$ cat config.mk
export PLATFORM = sky130hd
export DESIGN_NAME = lidar_obstacle_avoid_decider_unit
export DESIGN_NICKNAME = d
export VERILOG_FILES = /design/src/rtl/core/lod_pkg.sv /design/src/rtl/core/lod_ctrl.sv /design/src/rtl/core/lod_datapath.sv /design/src/rtl/core/lidar_obstacle_avoid_decider_unit.sv
export SDC_FILE = /design/constraint.sdc
export NUM_CORES = 2
export LEC_CHECK = 0
export BUFFER_PORTS_ARGS = -buffer_cell sky130_fd_sc_hd__buf_4
export CAP_MARGIN = 20
export CORE_ASPECT_RATIO = 1.2
export CORE_MARGIN = 4
export CORE_UTILIZATION = 45
export CTS_BUF_LIST = sky130_fd_sc_hd__clkbuf_8
export DETAILED_ROUTE_END_ITERATION = 10
export SLEW_MARGIN = 30
export SYNTH_ARGS = -nofsm -noshare
export SYNTH_HDL_FRONTEND = slang
export SYNTH_HIERARCHICAL = 1
export SYNTH_SLANG_ARGS = --single-unit
$ cat constraint.sdc
create_clock -name clock -period 14.7 [get_ports clock]
set_clock_uncertainty 0.1 [all_clocks]
set_input_delay 1.47 -clock clock [delete_from_list [all_inputs] [get_ports clock]]
set_output_delay 1.47 -clock clock [all_outputs]
set_load 0.05 [all_outputs]
$ cat src/rtl/core/lod_pkg.sv
// Shared types, constants and register indexes of the obstacle avoidance decider.
package lod_pkg;

   // Default scan length and fixed field widths
   localparam int MAX_SAMPLES_DEF = 1024;
   localparam int CFG_IDX_W       = 10;
   localparam int RANGE_W         = 16;
   localparam int SUM_W           = 26;
   localparam int STEP_W          = 20;
   localparam int DEN_W           = 26;
   localparam int IDX_W           = 14;
   localparam int CSR_ADDR_W      = 3;
   localparam int CSR_DATA_W      = 20;

   // Angle and rate constants
   localparam logic [22:0] TWO_PI_URAD      = 23'd6283185;
   localparam logic [15:0] QUARTER_PI_MRAD  = 16'd785;
   localparam logic [15:0] HALF_PI_MRAD     = 16'd1571;
   localparam int          SWERVE_BIAS_MRAD = 200;
   localparam int          MM_PER_M         = 1000;

   // Configuration register indexes
   localparam logic [CSR_ADDR_W-1:0] REG_FRONT_FIRST = 3'd0;
   localparam logic [CSR_ADDR_W-1:0] REG_FRONT_LAST  = 3'd1;
   localparam logic [CSR_ADDR_W-1:0] REG_NEAR_FIRST  = 3'd2;
   localparam logic [CSR_ADDR_W-1:0] REG_NEAR_LAST   = 3'd3;
   localparam logic [CSR_ADDR_W-1:0] REG_SIDE_WIDTH  = 3'd4;
   localparam logic [CSR_ADDR_W-1:0] REG_MIN_PROX    = 3'd5;
   localparam logic [CSR_ADDR_W-1:0] REG_FWD_SPEED   = 3'd6;
   localparam logic [CSR_ADDR_W-1:0] REG_INDEX_STEP  = 3'd7;

   // Motion choices
   typedef enum logic [1:0] {
      CH_FORWARD = 2'd0,
      CH_STOP    = 2'd1,
      CH_LEFT    = 2'd2,
      CH_RIGHT   = 2'd3
   } choice_type;

   typedef struct packed {
      logic [RANGE_W-1:0] range_sample;
      logic               last_sample;
   } req_payload_type;

   typedef struct packed {
      logic [1:0]                motion_choice;
      logic signed [RANGE_W-1:0] turn_rate_mrad_s;
      logic [RANGE_W-1:0]        linear_speed_mm_s;
   } rsp_payload_type;

   // Commands from the controller to the datapath
   typedef struct packed {
      logic track;
      logic decide;
      logic fold;
      logic num;
      logic div_step;
      logic finish;
      logic load_out;
   } ctl_cmd_type;

   // Status from the datapath to the controller
   typedef struct packed {
      logic need_div;
      logic out_free;
   } ctl_status_type;

   // Log2 helper for derived widths
   function automatic int clog2_f(input int value);
      int result;
      result = 0;
      while ((1 << result) < value) result = result + 1;
      return result;
   endfunction

endpackage

$ cat src/rtl/core/lod_ctrl.sv
// Controller state machine that sequences per-sample tracking and the end-of-scan decision.
module lod_ctrl
   import lod_pkg::*;
#(
   parameter int MAX_SAMPLES = MAX_SAMPLES_DEF
) (
   input  logic           clock,
   input  logic           reset,
   input  logic           req_valid,
   input  logic           req_last,
   output logic           req_ready,
   input  ctl_status_type status,
   output ctl_cmd_type    cmd
);

   localparam int PW    = clog2_f(MAX_SAMPLES);
   localparam int NUM_W = PW + STEP_W + RANGE_W + 1;
   localparam int CNT_W = clog2_f(NUM_W + 1);

   typedef enum logic [2:0] {
      S_IDLE, S_PROD, S_DECIDE, S_FOLD, S_NUM, S_DIV, S_FIN, S_OUT
   } state_type;

   state_type        state_ff, state_in;
   logic [CNT_W-1:0] cnt_ff, cnt_in;

   // Next state and command decode
   always_comb begin
      state_in  = state_ff;
      cnt_in    = cnt_ff;
      req_ready = 1'b0;
      cmd       = '0;
      case (state_ff)
         S_IDLE: begin
            req_ready = 1'b1;
            if (req_valid) begin
               cmd.track = 1'b1;
               if (req_last) state_in = S_PROD;
            end
         end
         S_PROD: state_in = S_DECIDE;
         S_DECIDE: begin
            cmd.decide = 1'b1;
            state_in   = S_FOLD;
         end
         S_FOLD: begin
            cmd.fold = 1'b1;
            state_in = status.need_div ? S_NUM : S_FIN;
         end
         S_NUM: begin
            cmd.num  = 1'b1;
            cnt_in   = '0;
            state_in = S_DIV;
         end
         S_DIV: begin
            cmd.div_step = 1'b1;
            cnt_in       = cnt_ff + 1'b1;
            if (cnt_ff == CNT_W'(NUM_W - 1)) state_in = S_FIN;
         end
         S_FIN: begin
            cmd.finish = 1'b1;
            state_in   = S_OUT;
         end
         S_OUT: begin
            if (status.out_free) begin
               cmd.load_out = 1'b1;
               state_in     = S_IDLE;
            end
         end
         default: state_in = S_IDLE;
      endcase
   end

   // State register
   always_ff @(posedge clock) begin
      if (reset) begin
         state_ff <= S_IDLE;
         cnt_ff   <= '0;
      end else begin
         state_ff <= state_in;
         cnt_ff   <= cnt_in;
      end
   end

endmodule

$ cat src/rtl/core/lod_datapath.sv
// Datapath: configuration registers, window trackers, decision logic, divider and result register.
module lod_datapath
   import lod_pkg::*;
#(
   parameter int MAX_SAMPLES = MAX_SAMPLES_DEF
) (
   input  logic                  clock,
   input  logic                  reset,
   input  req_payload_type       req_payload,
   input  logic                  csr_valid,
   input  logic [CSR_ADDR_W-1:0] csr_index,
   input  logic [CSR_DATA_W-1:0] csr_data,
   input  logic                  rsp_ready,
   output logic                  rsp_valid,
   output rsp_payload_type       rsp_payload,
   input  ctl_cmd_type           cmd,
   output ctl_status_type        status
);

   localparam int PW    = clog2_f(MAX_SAMPLES);
   localparam int TH_W  = PW + STEP_W;
   localparam int NUM_W = TH_W + RANGE_W + 1;
   localparam int RW    = NUM_W + 3;
   localparam logic signed [RW-1:0] SAT_HI = RW'(32767);
   localparam logic signed [RW-1:0] SAT_LO = -RW'(32768);

   // Configuration registers
   logic [CFG_IDX_W-1:0] front_first_ff, front_last_ff, near_first_ff, near_last_ff;
   logic [CFG_IDX_W-1:0] side_width_ff;
   logic [RANGE_W-1:0]   min_prox_ff, fwd_speed_ff;
   logic [STEP_W-1:0]    index_step_ff;

   always_ff @(posedge clock) begin
      if (reset) begin
         front_first_ff <= 10'd170;
         front_last_ff  <= 10'd190;
         near_first_ff  <= 10'd135;
         near_last_ff   <= 10'd225;
         side_width_ff  <= 10'd45;
         min_prox_ff    <= 16'd500;
         fwd_speed_ff   <= 16'd200;
         index_step_ff  <= 20'd17453;
      end else if (csr_valid) begin
         case (csr_index)
            REG_FRONT_FIRST: front_first_ff <= csr_data[CFG_IDX_W-1:0];
            REG_FRONT_LAST:  front_last_ff  <= csr_data[CFG_IDX_W-1:0];
            REG_NEAR_FIRST:  near_first_ff  <= csr_data[CFG_IDX_W-1:0];
            REG_NEAR_LAST:   near_last_ff   <= csr_data[CFG_IDX_W-1:0];
            REG_SIDE_WIDTH:  side_width_ff  <= csr_data[CFG_IDX_W-1:0];
            REG_MIN_PROX:    min_prox_ff    <= csr_data[RANGE_W-1:0];
            REG_FWD_SPEED:   fwd_speed_ff   <= csr_data[RANGE_W-1:0];
            REG_INDEX_STEP:  index_step_ff  <= csr_data;
            default: ;
         endcase
      end
   end

   // Per-scan trackers
   logic [PW-1:0]      pos_ff, pos_in;
   logic [RANGE_W-1:0] front_min_ff, front_min_in, near_min_ff, near_min_in;
   logic [PW-1:0]      near_pos_ff, near_pos_in;
   logic [SUM_W-1:0]   left_sum_ff, left_sum_in, right_sum_ff, right_sum_in;
   logic [RANGE_W-1:0] left_peak_ff, left_peak_in, right_peak_ff, right_peak_in;
   logic [PW-1:0]      left_pos_ff, left_pos_in, right_pos_ff, right_pos_in;

   logic signed [IDX_W-1:0] p_s, ff_s, fl_s, nf_s, nl_s, sw_s;
   logic signed [IDX_W-1:0] lf_s, ll_s, rf_s, rl_s;
   logic [RANGE_W-1:0]      r;

   always_comb begin
      r    = req_payload.range_sample;
      p_s  = signed'(IDX_W'(pos_ff));
      ff_s = signed'(IDX_W'(front_first_ff));
      fl_s = signed'(IDX_W'(front_last_ff));
      nf_s = signed'(IDX_W'(near_first_ff));
      nl_s = signed'(IDX_W'(near_last_ff));
      sw_s = signed'(IDX_W'(side_width_ff));
      lf_s = nl_s + IDX_W'(1);
      ll_s = lf_s + sw_s;
      rl_s = nf_s - IDX_W'(1);
      rf_s = rl_s - sw_s;

      pos_in       = pos_ff;
      front_min_in = front_min_ff;
      near_min_in  = near_min_ff;
      near_pos_in  = near_pos_ff;
      left_sum_in  = left_sum_ff;
      left_peak_in = left_peak_ff;
      left_pos_in  = left_pos_ff;
      right_sum_in = right_sum_ff;
      right_peak_in = right_peak_ff;
      right_pos_in = right_pos_ff;

      if (cmd.track) begin
         pos_in = (pos_ff == PW'(MAX_SAMPLES - 1)) ? '0 : pos_ff + 1'b1;
         // Front window minimum
         if (p_s == ff_s) begin
            front_min_in = r;
         end else if (p_s > ff_s && p_s <= fl_s && r < front_min_ff) begin
            front_min_in = r;
         end
         // Near window minimum and its position
         if (p_s == nf_s) begin
            near_min_in = r;
            near_pos_in = pos_ff;
         end else if (p_s > nf_s && p_s <= nl_s && r < near_min_ff) begin
            near_min_in = r;
            near_pos_in = pos_ff;
         end
         // Left side window
         if (p_s == lf_s) begin
            left_peak_in = r;
            left_pos_in  = pos_ff;
         end else if (p_s > lf_s && p_s < ll_s) begin
            left_sum_in = left_sum_ff + SUM_W'(r);
            if (r > left_peak_ff) begin
               left_peak_in = r;
               left_pos_in  = pos_ff;
            end
         end
         // Right side window
         if (p_s == rf_s) begin
            right_peak_in = r;
            right_pos_in  = pos_ff;
         end else if (p_s > rf_s && p_s < rl_s) begin
            right_sum_in = right_sum_ff + SUM_W'(r);
            if (r > right_peak_ff) begin
               right_peak_in = r;
               right_pos_in  = pos_ff;
            end
         end
      end

      // The scan trackers clear once the decision is made
      if (cmd.finish) begin
         pos_in        = '0;
         front_min_in  = '0;
         near_min_in   = '0;
         near_pos_in   = '0;
         left_sum_in   = '0;
         right_sum_in  = '0;
         left_peak_in  = '0;
         right_peak_in = '0;
         left_pos_in   = '0;
         right_pos_in  = '0;
      end
   end

   always_ff @(posedge clock) begin
      if (reset) begin
         pos_ff        <= '0;
         front_min_ff  <= '0;
         near_min_ff   <= '0;
         near_pos_ff   <= '0;
         left_sum_ff   <= '0;
         right_sum_ff  <= '0;
         left_peak_ff  <= '0;
         right_peak_ff <= '0;
         left_pos_ff   <= '0;
         right_pos_ff  <= '0;
      end else begin
         pos_ff        <= pos_in;
         front_min_ff  <= front_min_in;
         near_min_ff   <= near_min_in;
         near_pos_ff   <= near_pos_in;
         left_sum_ff   <= left_sum_in;
         right_sum_ff  <= right_sum_in;
         left_peak_ff  <= left_peak_in;
         right_peak_ff <= right_peak_in;
         left_pos_ff   <= left_pos_in;
         right_pos_ff  <= right_pos_in;
      end
   end

   // Front minimum times side count, for the exact average compare
   logic [CFG_IDX_W-1:0] count;
   logic [SUM_W-1:0]     fc_ff;

   assign count = (side_width_ff >= 10'd2) ? side_width_ff - 1'b1 : '0;

   always_ff @(posedge clock) begin
      fc_ff <= SUM_W'(front_min_ff) * SUM_W'(count);
   end

   // Decision rules
   logic         fa_left, fa_right, right_of_mid, quick;
   logic [17:0]  nr_x, m_x2, m_x3, nr_x2;
   choice_type   cur_choice_ff, ch, choice_ff;
   logic         rom_ff, quick_ff;
   logic [PW-1:0] peak_pos, pos_gap;
   logic [TH_W-1:0]  theta_ff;
   logic [DEN_W-1:0] den_ff;

   always_comb begin
      fa_left  = (count == '0) ? (front_min_ff != '0) : (fc_ff > left_sum_ff);
      fa_right = (count == '0) ? (front_min_ff != '0) : (fc_ff > right_sum_ff);
      right_of_mid = IDX_W'({near_pos_ff, 1'b0}) >
                     (IDX_W'(near_first_ff) + IDX_W'(near_last_ff));
      nr_x  = 18'(near_min_ff);
      nr_x2 = {1'b0, near_min_ff, 1'b0};
      m_x2  = {1'b0, min_prox_ff, 1'b0};
      m_x3  = m_x2 + 18'(min_prox_ff);
      quick = 17'({near_min_ff, 1'b0}) < 17'(fwd_speed_ff);

      ch = cur_choice_ff;
      if (near_min_ff < min_prox_ff) begin
         ch = CH_STOP;
      end else if (fa_left && fa_right) begin
         ch = CH_FORWARD;
      end else if (left_sum_ff != right_sum_ff && nr_x > m_x2) begin
         ch = CH_FORWARD;
      end else if (nr_x2 < m_x3 && near_min_ff > min_prox_ff) begin
         ch = right_of_mid ? CH_RIGHT : CH_LEFT;
      end

      peak_pos = (ch == CH_RIGHT) ? right_pos_ff : left_pos_ff;
      pos_gap  = (peak_pos >= near_pos_ff) ? peak_pos - near_pos_ff : near_pos_ff - peak_pos;
   end

   always_ff @(posedge clock) begin
      if (cmd.decide) begin
         choice_ff <= ch;
         rom_ff    <= right_of_mid;
         quick_ff  <= quick;
         theta_ff  <= TH_W'(pos_gap) * TH_W'(index_step_ff);
         den_ff    <= DEN_W'(near_min_ff) * DEN_W'(MM_PER_M);
      end
   end

   // Angle folding into the shorter way round
   logic signed [TH_W+1:0] th_s, alt_s, fold_s;
   logic [TH_W-1:0]        thmag_ff;
   logic                   thneg_ff;

   always_comb begin
      th_s   = signed'((TH_W + 2)'(theta_ff));
      alt_s  = signed'((TH_W + 2)'(TWO_PI_URAD)) - th_s;
      fold_s = (alt_s < th_s) ? alt_s : th_s;
   end

   always_ff @(posedge clock) begin
      if (cmd.fold) begin
         thneg_ff <= fold_s[TH_W+1];
         thmag_ff <= fold_s[TH_W+1] ? TH_W'(-fold_s) : TH_W'(fold_s);
      end
   end

   assign status.need_div = (choice_ff == CH_LEFT || choice_ff == CH_RIGHT) && !quick_ff;

   // Restoring divider, one quotient bit a cycle; the numerator is rounded by half the divisor
   logic [NUM_W-1:0] div_q_ff;
   logic [DEN_W:0]   rem_ff, rem_sh;

   assign rem_sh = {rem_ff[DEN_W-1:0], div_q_ff[NUM_W-1]};

   always_ff @(posedge clock) begin
      if (cmd.num) begin
         div_q_ff <= NUM_W'(thmag_ff) * NUM_W'(fwd_speed_ff) + NUM_W'(den_ff >> 1);
         rem_ff   <= '0;
      end else if (cmd.div_step) begin
         if (rem_sh >= {1'b0, den_ff}) begin
            rem_ff   <= rem_sh - {1'b0, den_ff};
            div_q_ff <= {div_q_ff[NUM_W-2:0], 1'b1};
         end else begin
            rem_ff   <= rem_sh;
            div_q_ff <= {div_q_ff[NUM_W-2:0], 1'b0};
         end
      end
   end

   // Turn rate for the chosen motion, saturated
   logic signed [RW-1:0]      mag_s, q_s, s_s, rr_s;
   logic signed [RANGE_W-1:0] swerve_rate, rate_sel;
   logic signed [RANGE_W-1:0] held_rate_ff;

   always_comb begin
      mag_s = signed'(RW'(div_q_ff));
      q_s   = thneg_ff ? -mag_s : mag_s;
      s_s   = q_s + RW'(SWERVE_BIAS_MRAD);
      rr_s  = (choice_ff == CH_LEFT) ? s_s : -s_s;
      if (rr_s > SAT_HI) begin
         swerve_rate = 16'sh7FFF;
      end else if (rr_s < SAT_LO) begin
         swerve_rate = 16'sh8000;
      end else begin
         swerve_rate = rr_s[RANGE_W-1:0];
      end

      case (choice_ff)
         CH_STOP: begin
            rate_sel = (rom_ff && cur_choice_ff != CH_STOP) ?
                       -signed'(QUARTER_PI_MRAD) : signed'(QUARTER_PI_MRAD);
         end
         CH_LEFT, CH_RIGHT: begin
            rate_sel = quick_ff ? -signed'(HALF_PI_MRAD) : swerve_rate;
         end
         default: rate_sel = held_rate_ff;
      endcase
   end

   always_ff @(posedge clock) begin
      if (reset) begin
         cur_choice_ff <= CH_STOP;
         held_rate_ff  <= '0;
      end else if (cmd.finish) begin
         cur_choice_ff <= choice_ff;
         held_rate_ff  <= rate_sel;
      end
   end

   // Result register
   logic rsp_valid_ff;

   assign status.out_free = !rsp_valid_ff || rsp_ready;
   assign rsp_valid       = rsp_valid_ff;

   always_ff @(posedge clock) begin
      if (reset) begin
         rsp_valid_ff <= 1'b0;
      end else if (cmd.load_out) begin
         rsp_valid_ff <= 1'b1;
      end else if (rsp_ready) begin
         rsp_valid_ff <= 1'b0;
      end
   end

   always_ff @(posedge clock) begin
      if (cmd.load_out) begin
         rsp_payload.motion_choice     <= cur_choice_ff;
         rsp_payload.turn_rate_mrad_s  <= held_rate_ff;
         rsp_payload.linear_speed_mm_s <= (cur_choice_ff == CH_STOP) ? '0 : fwd_speed_ff;
      end
   end

endmodule

$ cat src/rtl/core/lidar_obstacle_avoid_decider_unit.sv
// Top level of the lidar obstacle avoidance decider: controller, datapath and checks.
//
//   Channel   Direction  Handshake              Transaction
//   req_      in         req_valid / req_ready  one range sample with last flag
//   rsp_      out        rsp_valid / rsp_ready  decision, turn rate and speed
//   csr_      in         csr_valid / csr_ready  one configuration register write
//
// After a last sample is taken the controller steps through its product, decide, fold and finish
// states, then loads the result for forward, stop or a close-range swerve; a swerve that needs
// the restoring divider adds a load state and one divide step per quotient bit (PW + 37 bits, 47
// at 1024 samples). Synchronous reset returns the configuration, tracker and state registers to
// their defaults and the choice to stop. Samples that are not last are taken while a result
// waits; a new decision waits in its final state until the result register is free.
module lidar_obstacle_avoid_decider_unit
   import lod_pkg::*;
#(
   parameter int MAX_SAMPLES = MAX_SAMPLES_DEF
) (
   input  logic                  clock,
   input  logic                  reset,
   input  logic                  req_valid,
   output logic                  req_ready,
   input  req_payload_type       req_payload,
   output logic                  rsp_valid,
   input  logic                  rsp_ready,
   output rsp_payload_type       rsp_payload,
   input  logic                  csr_valid,
   output logic                  csr_ready,
   input  logic [CSR_ADDR_W-1:0] csr_index,
   input  logic [CSR_DATA_W-1:0] csr_data
);

   ctl_cmd_type    cmd;
   ctl_status_type status;

   assign csr_ready = 1'b1;

   lod_ctrl #(.MAX_SAMPLES(MAX_SAMPLES)) u_ctrl (
      .clock     (clock),
      .reset     (reset),
      .req_valid (req_valid),
      .req_last  (req_payload.last_sample),
      .req_ready (req_ready),
      .status    (status),
      .cmd       (cmd)
   );

   lod_datapath #(.MAX_SAMPLES(MAX_SAMPLES)) u_datapath (
      .clock       (clock),
      .reset       (reset),
      .req_payload (req_payload),
      .csr_valid   (csr_valid),
      .csr_index   (csr_index),
      .csr_data    (csr_data),
      .rsp_ready   (rsp_ready),
      .rsp_valid   (rsp_valid),
      .rsp_payload (rsp_payload),
      .cmd         (cmd),
      .status      (status)
   );

   // The block stops taking samples once a scan ends
   assert property (@(posedge clock) disable iff (reset)
      req_valid && req_ready && req_payload.last_sample |=> !req_ready)
      else $error("sample accepted right after the end of a scan");

   // A stopped robot reports no speed
   assert property (@(posedge clock) disable iff (reset)
      rsp_valid && rsp_payload.motion_choice == CH_STOP |-> rsp_payload.linear_speed_mm_s == '0)
      else $error("nonzero speed with a stop decision");

   // A stop always turns by a quarter turn rate one way or the other
   assert property (@(posedge clock) disable iff (reset)
      rsp_valid && rsp_payload.motion_choice == CH_STOP |->
      (rsp_payload.turn_rate_mrad_s == 16'sd785 || rsp_payload.turn_rate_mrad_s == -16'sd785))
      else $error("stop decision with an unexpected turn rate");

endmodule

==> flow_metrics.env <==
export IMPL_synth_async_reset_ratio_pct=0
export IMPL_crit_path_end_kind="register"
export IMPL_cts_sinks=507
export IMPL_power_density_nw_per_um2=99.67
export IMPL_seq_area_frac_synth_pct=17.92
export IMPL_dp_cells=9396
export IMPL_synth_edf_count=169
export IMPL_grt_pass1_wl_um=298400
export IMPL_port_buffers=80
export IMPL_fin_ws_ns=1.042
export IMPL_start_util_pct=45.42
export IMPL_grt_max_degree=84
export IMPL_drive_above_1_share_pct=6.248
export IMPL_critPathLaunchType="register"
export IMPL_track_usage_pct=24.66
export IMPL_maxCapViolations=0
export IMPL_wire_per_inst_um=19.42
export IMPL_fin_crit_sh_pct=92.91
export IMPL_critPathBufInv=4
export IMPL_synth_seq_cells=507
export IMPL_clk_pin_slew_ns=0.06
export IMPL_maxSlewHeadroom_pct=32.51
export IMPL_insertion_delay_ns=0.81
export IMPL_hold_viol=0
export IMPL_place_detailed_hpwl_um=143200
export IMPL_fmax_mhz=73.22
export IMPL_critical_path_top_delay_family="compound AO/OA/AOI/OAI gates"
export IMPL_synth_adder_area_share_pct=35.66
export IMPL_use_met3_pct=3.517
export IMPL_wirelength_um=185900
export IMPL_dr_pass1_iters=6
export IMPL_synth_compound_area_share_pct=11.80
export IMPL_die_area_um2=153100
export IMPL_setup_viol=0
export IMPL_use_met2_pct=43.87
export IMPL_core_um2=145500
export IMPL_max_stage_delay_ns=0.56
export IMPL_synth_nets=9115
export IMPL_min_path_type="register to register"
export IMPL_io_pins=82
export IMPL_power_mw=7.065
export IMPL_antenna_left=0
export IMPL_cp_data_required_time_ns=15.14
export IMPL_stdcell_count=9574
export IMPL_die_h_um=427.8
export IMPL_worst_pin_slew_ns=1.004
export IMPL_dp_worst_setup_slack_ns=0.2106
export IMPL_synth_area_mux_share_pct=3.393
export IMPL_busiest_layer="met2"
export IMPL_grt_overflow=0
export IMPL_synth_cells=7624
export IMPL_via_per_inst=5.525
export IMPL_cp_slowest_cell="fa_1"
export IMPL_slew_viol_final=0
export IMPL_antenna_found_initial=8
export IMPL_nNetsFinal=9046
export IMPL_ys_flop_type="dfxtp_1"
export IMPL_route_vias_total=52901
export IMPL_h_tree_depth=3
export IMPL_path_class="register to register"
export IMPL_netlist_area_um2=66080
export IMPL_synth_top_family_by_area="adder cells"
export IMPL_drc=0
export IMPL_holdWs_ns=0.3321
export IMPL_status="finished, final reports clean"
export IMPL_synth_cell_types=100
export IMPL_peakVddDrop_mv=0.1548
export IMPL_crit_fanout=19
export IMPL_ys_warn_count=6
export IMPL_dieWidth_um=357.8
export IMPL_std_cell_rows=153
export IMPL_cts_buffer_depth=3
export IMPL_grt_use_met1_pct=29.89
export IMPL_drtIter0Drc=3372
export IMPL_cts_root_buf="clkbuf_8"
export IMPL_cp_arrival_ns=14.09
export IMPL_place_gp_congestion=0.8969
export IMPL_finalCriticalPeriod_ns=13.66
export IMPL_cts_made_buffers=93
export IMPL_static_leakage_power_nw=33.42
export IMPL_area_growth_pct=7.270
export IMPL_cts_tree="built"
export IMPL_syn_area_per_cell_um2=8.668
export IMPL_synth_simple_area_share_pct=17.76
export IMPL_grt_pass1_vias=54466
export IMPL_synth_xor_area_share_pct=5.248
metal layers:
metal / routed length (um) / vias up
met4: 7922 / 6
met2: 92610 / 1247
li1: - / 25120
met3: 9091 / 375
met1: 76300 / 26153
met5: 28 / -
layout make-up:
type                       instances  area, um2
fill                           14042      74600
sequential                       507      11840
timing repair buffer             178       1400
inverter                        1094       4106
antenna                            3      7.507
clock buffer                     105       1445
multi-input combinational       5681      49050
tap                             1937       2424
clock inverter                    69      613.1
path summary, 6_finish.rpt:
path / endpoint / cells past startpoint / slack [ns] / startpoint
setup / recovery: u_datapath/theta_ff[29] / 62 / 1.04 / u_datapath/min_prox_ff[1]
setup reg to reg: u_datapath/theta_ff[29] / 62 / 1.04 / u_datapath/min_prox_ff[1]
hold reg to reg: u_datapath/rsp_payload[26] / 0 / 0.33 / u_datapath/held_rate_ff[10]
hold / removal: u_datapath/rsp_payload[26] / 0 / 0.33 / u_datapath/held_rate_ff[10]
state kept, by name, indices dropped and copies added, names as in the netlist, 16 cells and up:
| register | count |
|---|---|
| u_datapath/theta_ff | 30 |
| u_datapath/right_sum_ff | 26 |
| u_datapath/left_sum_ff | 26 |
| u_datapath/fc_ff | 26 |
| u_datapath/den_ff | 23 |
| u_datapath/fwd_speed_ff | 16 |
| u_datapath/right_peak_ff | 16 |
| u_datapath/near_min_ff | 16 |
| u_datapath/front_min_ff | 16 |
| u_datapath/rsp_payload | 34 |
| u_datapath/min_prox_ff | 16 |
| u_datapath/div_q_ff | 47 |
| u_datapath/index_step_ff | 20 |
| u_datapath/held_rate_ff | 16 |
| u_datapath/rem_ff | 26 |
| u_datapath/left_peak_ff | 16 |
| u_datapath/thmag_ff | 30 |
metrics by stage:
| stage | setup TNS [ns] | area (um2) | utilization (%) |
|---|---|---|---|
| 2_1_floorplan | 0 | 66080 | - |
| 3_3_place_gp | 0 | 68610 | 47.16 |
| 3_5_place_dp | 0 | 68720 | 47.23 |
| 4_1_cts | 0 | 70780 | 48.65 |
| 5_1_grt | -0.0007709 | 70880 | 48.72 |
| 6_report | 0 | 70890 | 48.72 |
report_power, final:
part           switching [mW]  leakage, nW  internal (mW)
combinational            2.28         28.0           1.49
sequential              0.160         4.32           1.60
clock                   0.701         1.15          0.841
total                    3.14         33.4           3.93
what timing repair did:
action                                  in CTS  in global routing
endpoints found under the setup margin       0                 14
gates resized for setup                      0                 19
setup buffers                                0                  1
hold endpoints to repair                     0                  0
hold buffers                                 0                  0
placed cells by master, fill, tap and decap left out, drive strengths merged, types with 161 or more instances in the layout:
cell type,count
a21oi,363
and2,241
buf,178
dfxtp,338
edfxtp,169
fa,729
ha,717
inv,1128
mux2i,161
nand2,934
nor2,423
nor3,163
o21ai,222
xnor2,264
logic make-up (layout without fill, tap and decap cells):
family                   after synthesis  in the layout
AO/OA/AOI/OAI                       1198           1198
XOR/XNOR                             396            396
adder cells (fa/ha/maj)             1446           1446
buffers and inverters               1436           1446
flip-flops                           507            507
multiplexers                         217            217
other                                  1              4
AND/OR/NAND/NOR                     2423           2423
cell usage after synthesis (all sizes together) (10+ instances only):
library cell,n,area [um2]
nor3,163,825.8
o311ai,21,183.9
a21o,118,885.9
a211oi,44,335.3
nor3b,10,75.07
and3,29,181.4
a211o,32,280.3
xnor2,264,2312
o41ai,22,200.2
or2,33,206.5
or4,23,172.7
or3,46,297.8
nand2,934,3506
inv,1093,4103
a21oi,363,1821
o31a,25,219.0
dfxtp,338,6766
a31oi,43,269.0
and2,241,1510
and4,10,87.58
xor2,132,1156
nand2b,86,538.0
clkbuf,308,1169
buf,34,158.9
a41oi,13,113.9
o211ai,19,142.6
nand3,103,515.5
nand4,77,481.7
fa,729,14590
a21boi,22,165.2
nor4b,12,105.1
o21ai,222,1111
o22ai,10,62.56
mux2,56,630.6
nor2,423,1588
nand3b,34,255.2
mux2i,161,1612
o21bai,55,424.2
o31ai,26,209.0
nor4,65,446.7
o21a,76,570.6
ha,717,8971
nor2b,103,644.4
edfxtp,169,5075
Power figures use the tool's default switching activity.
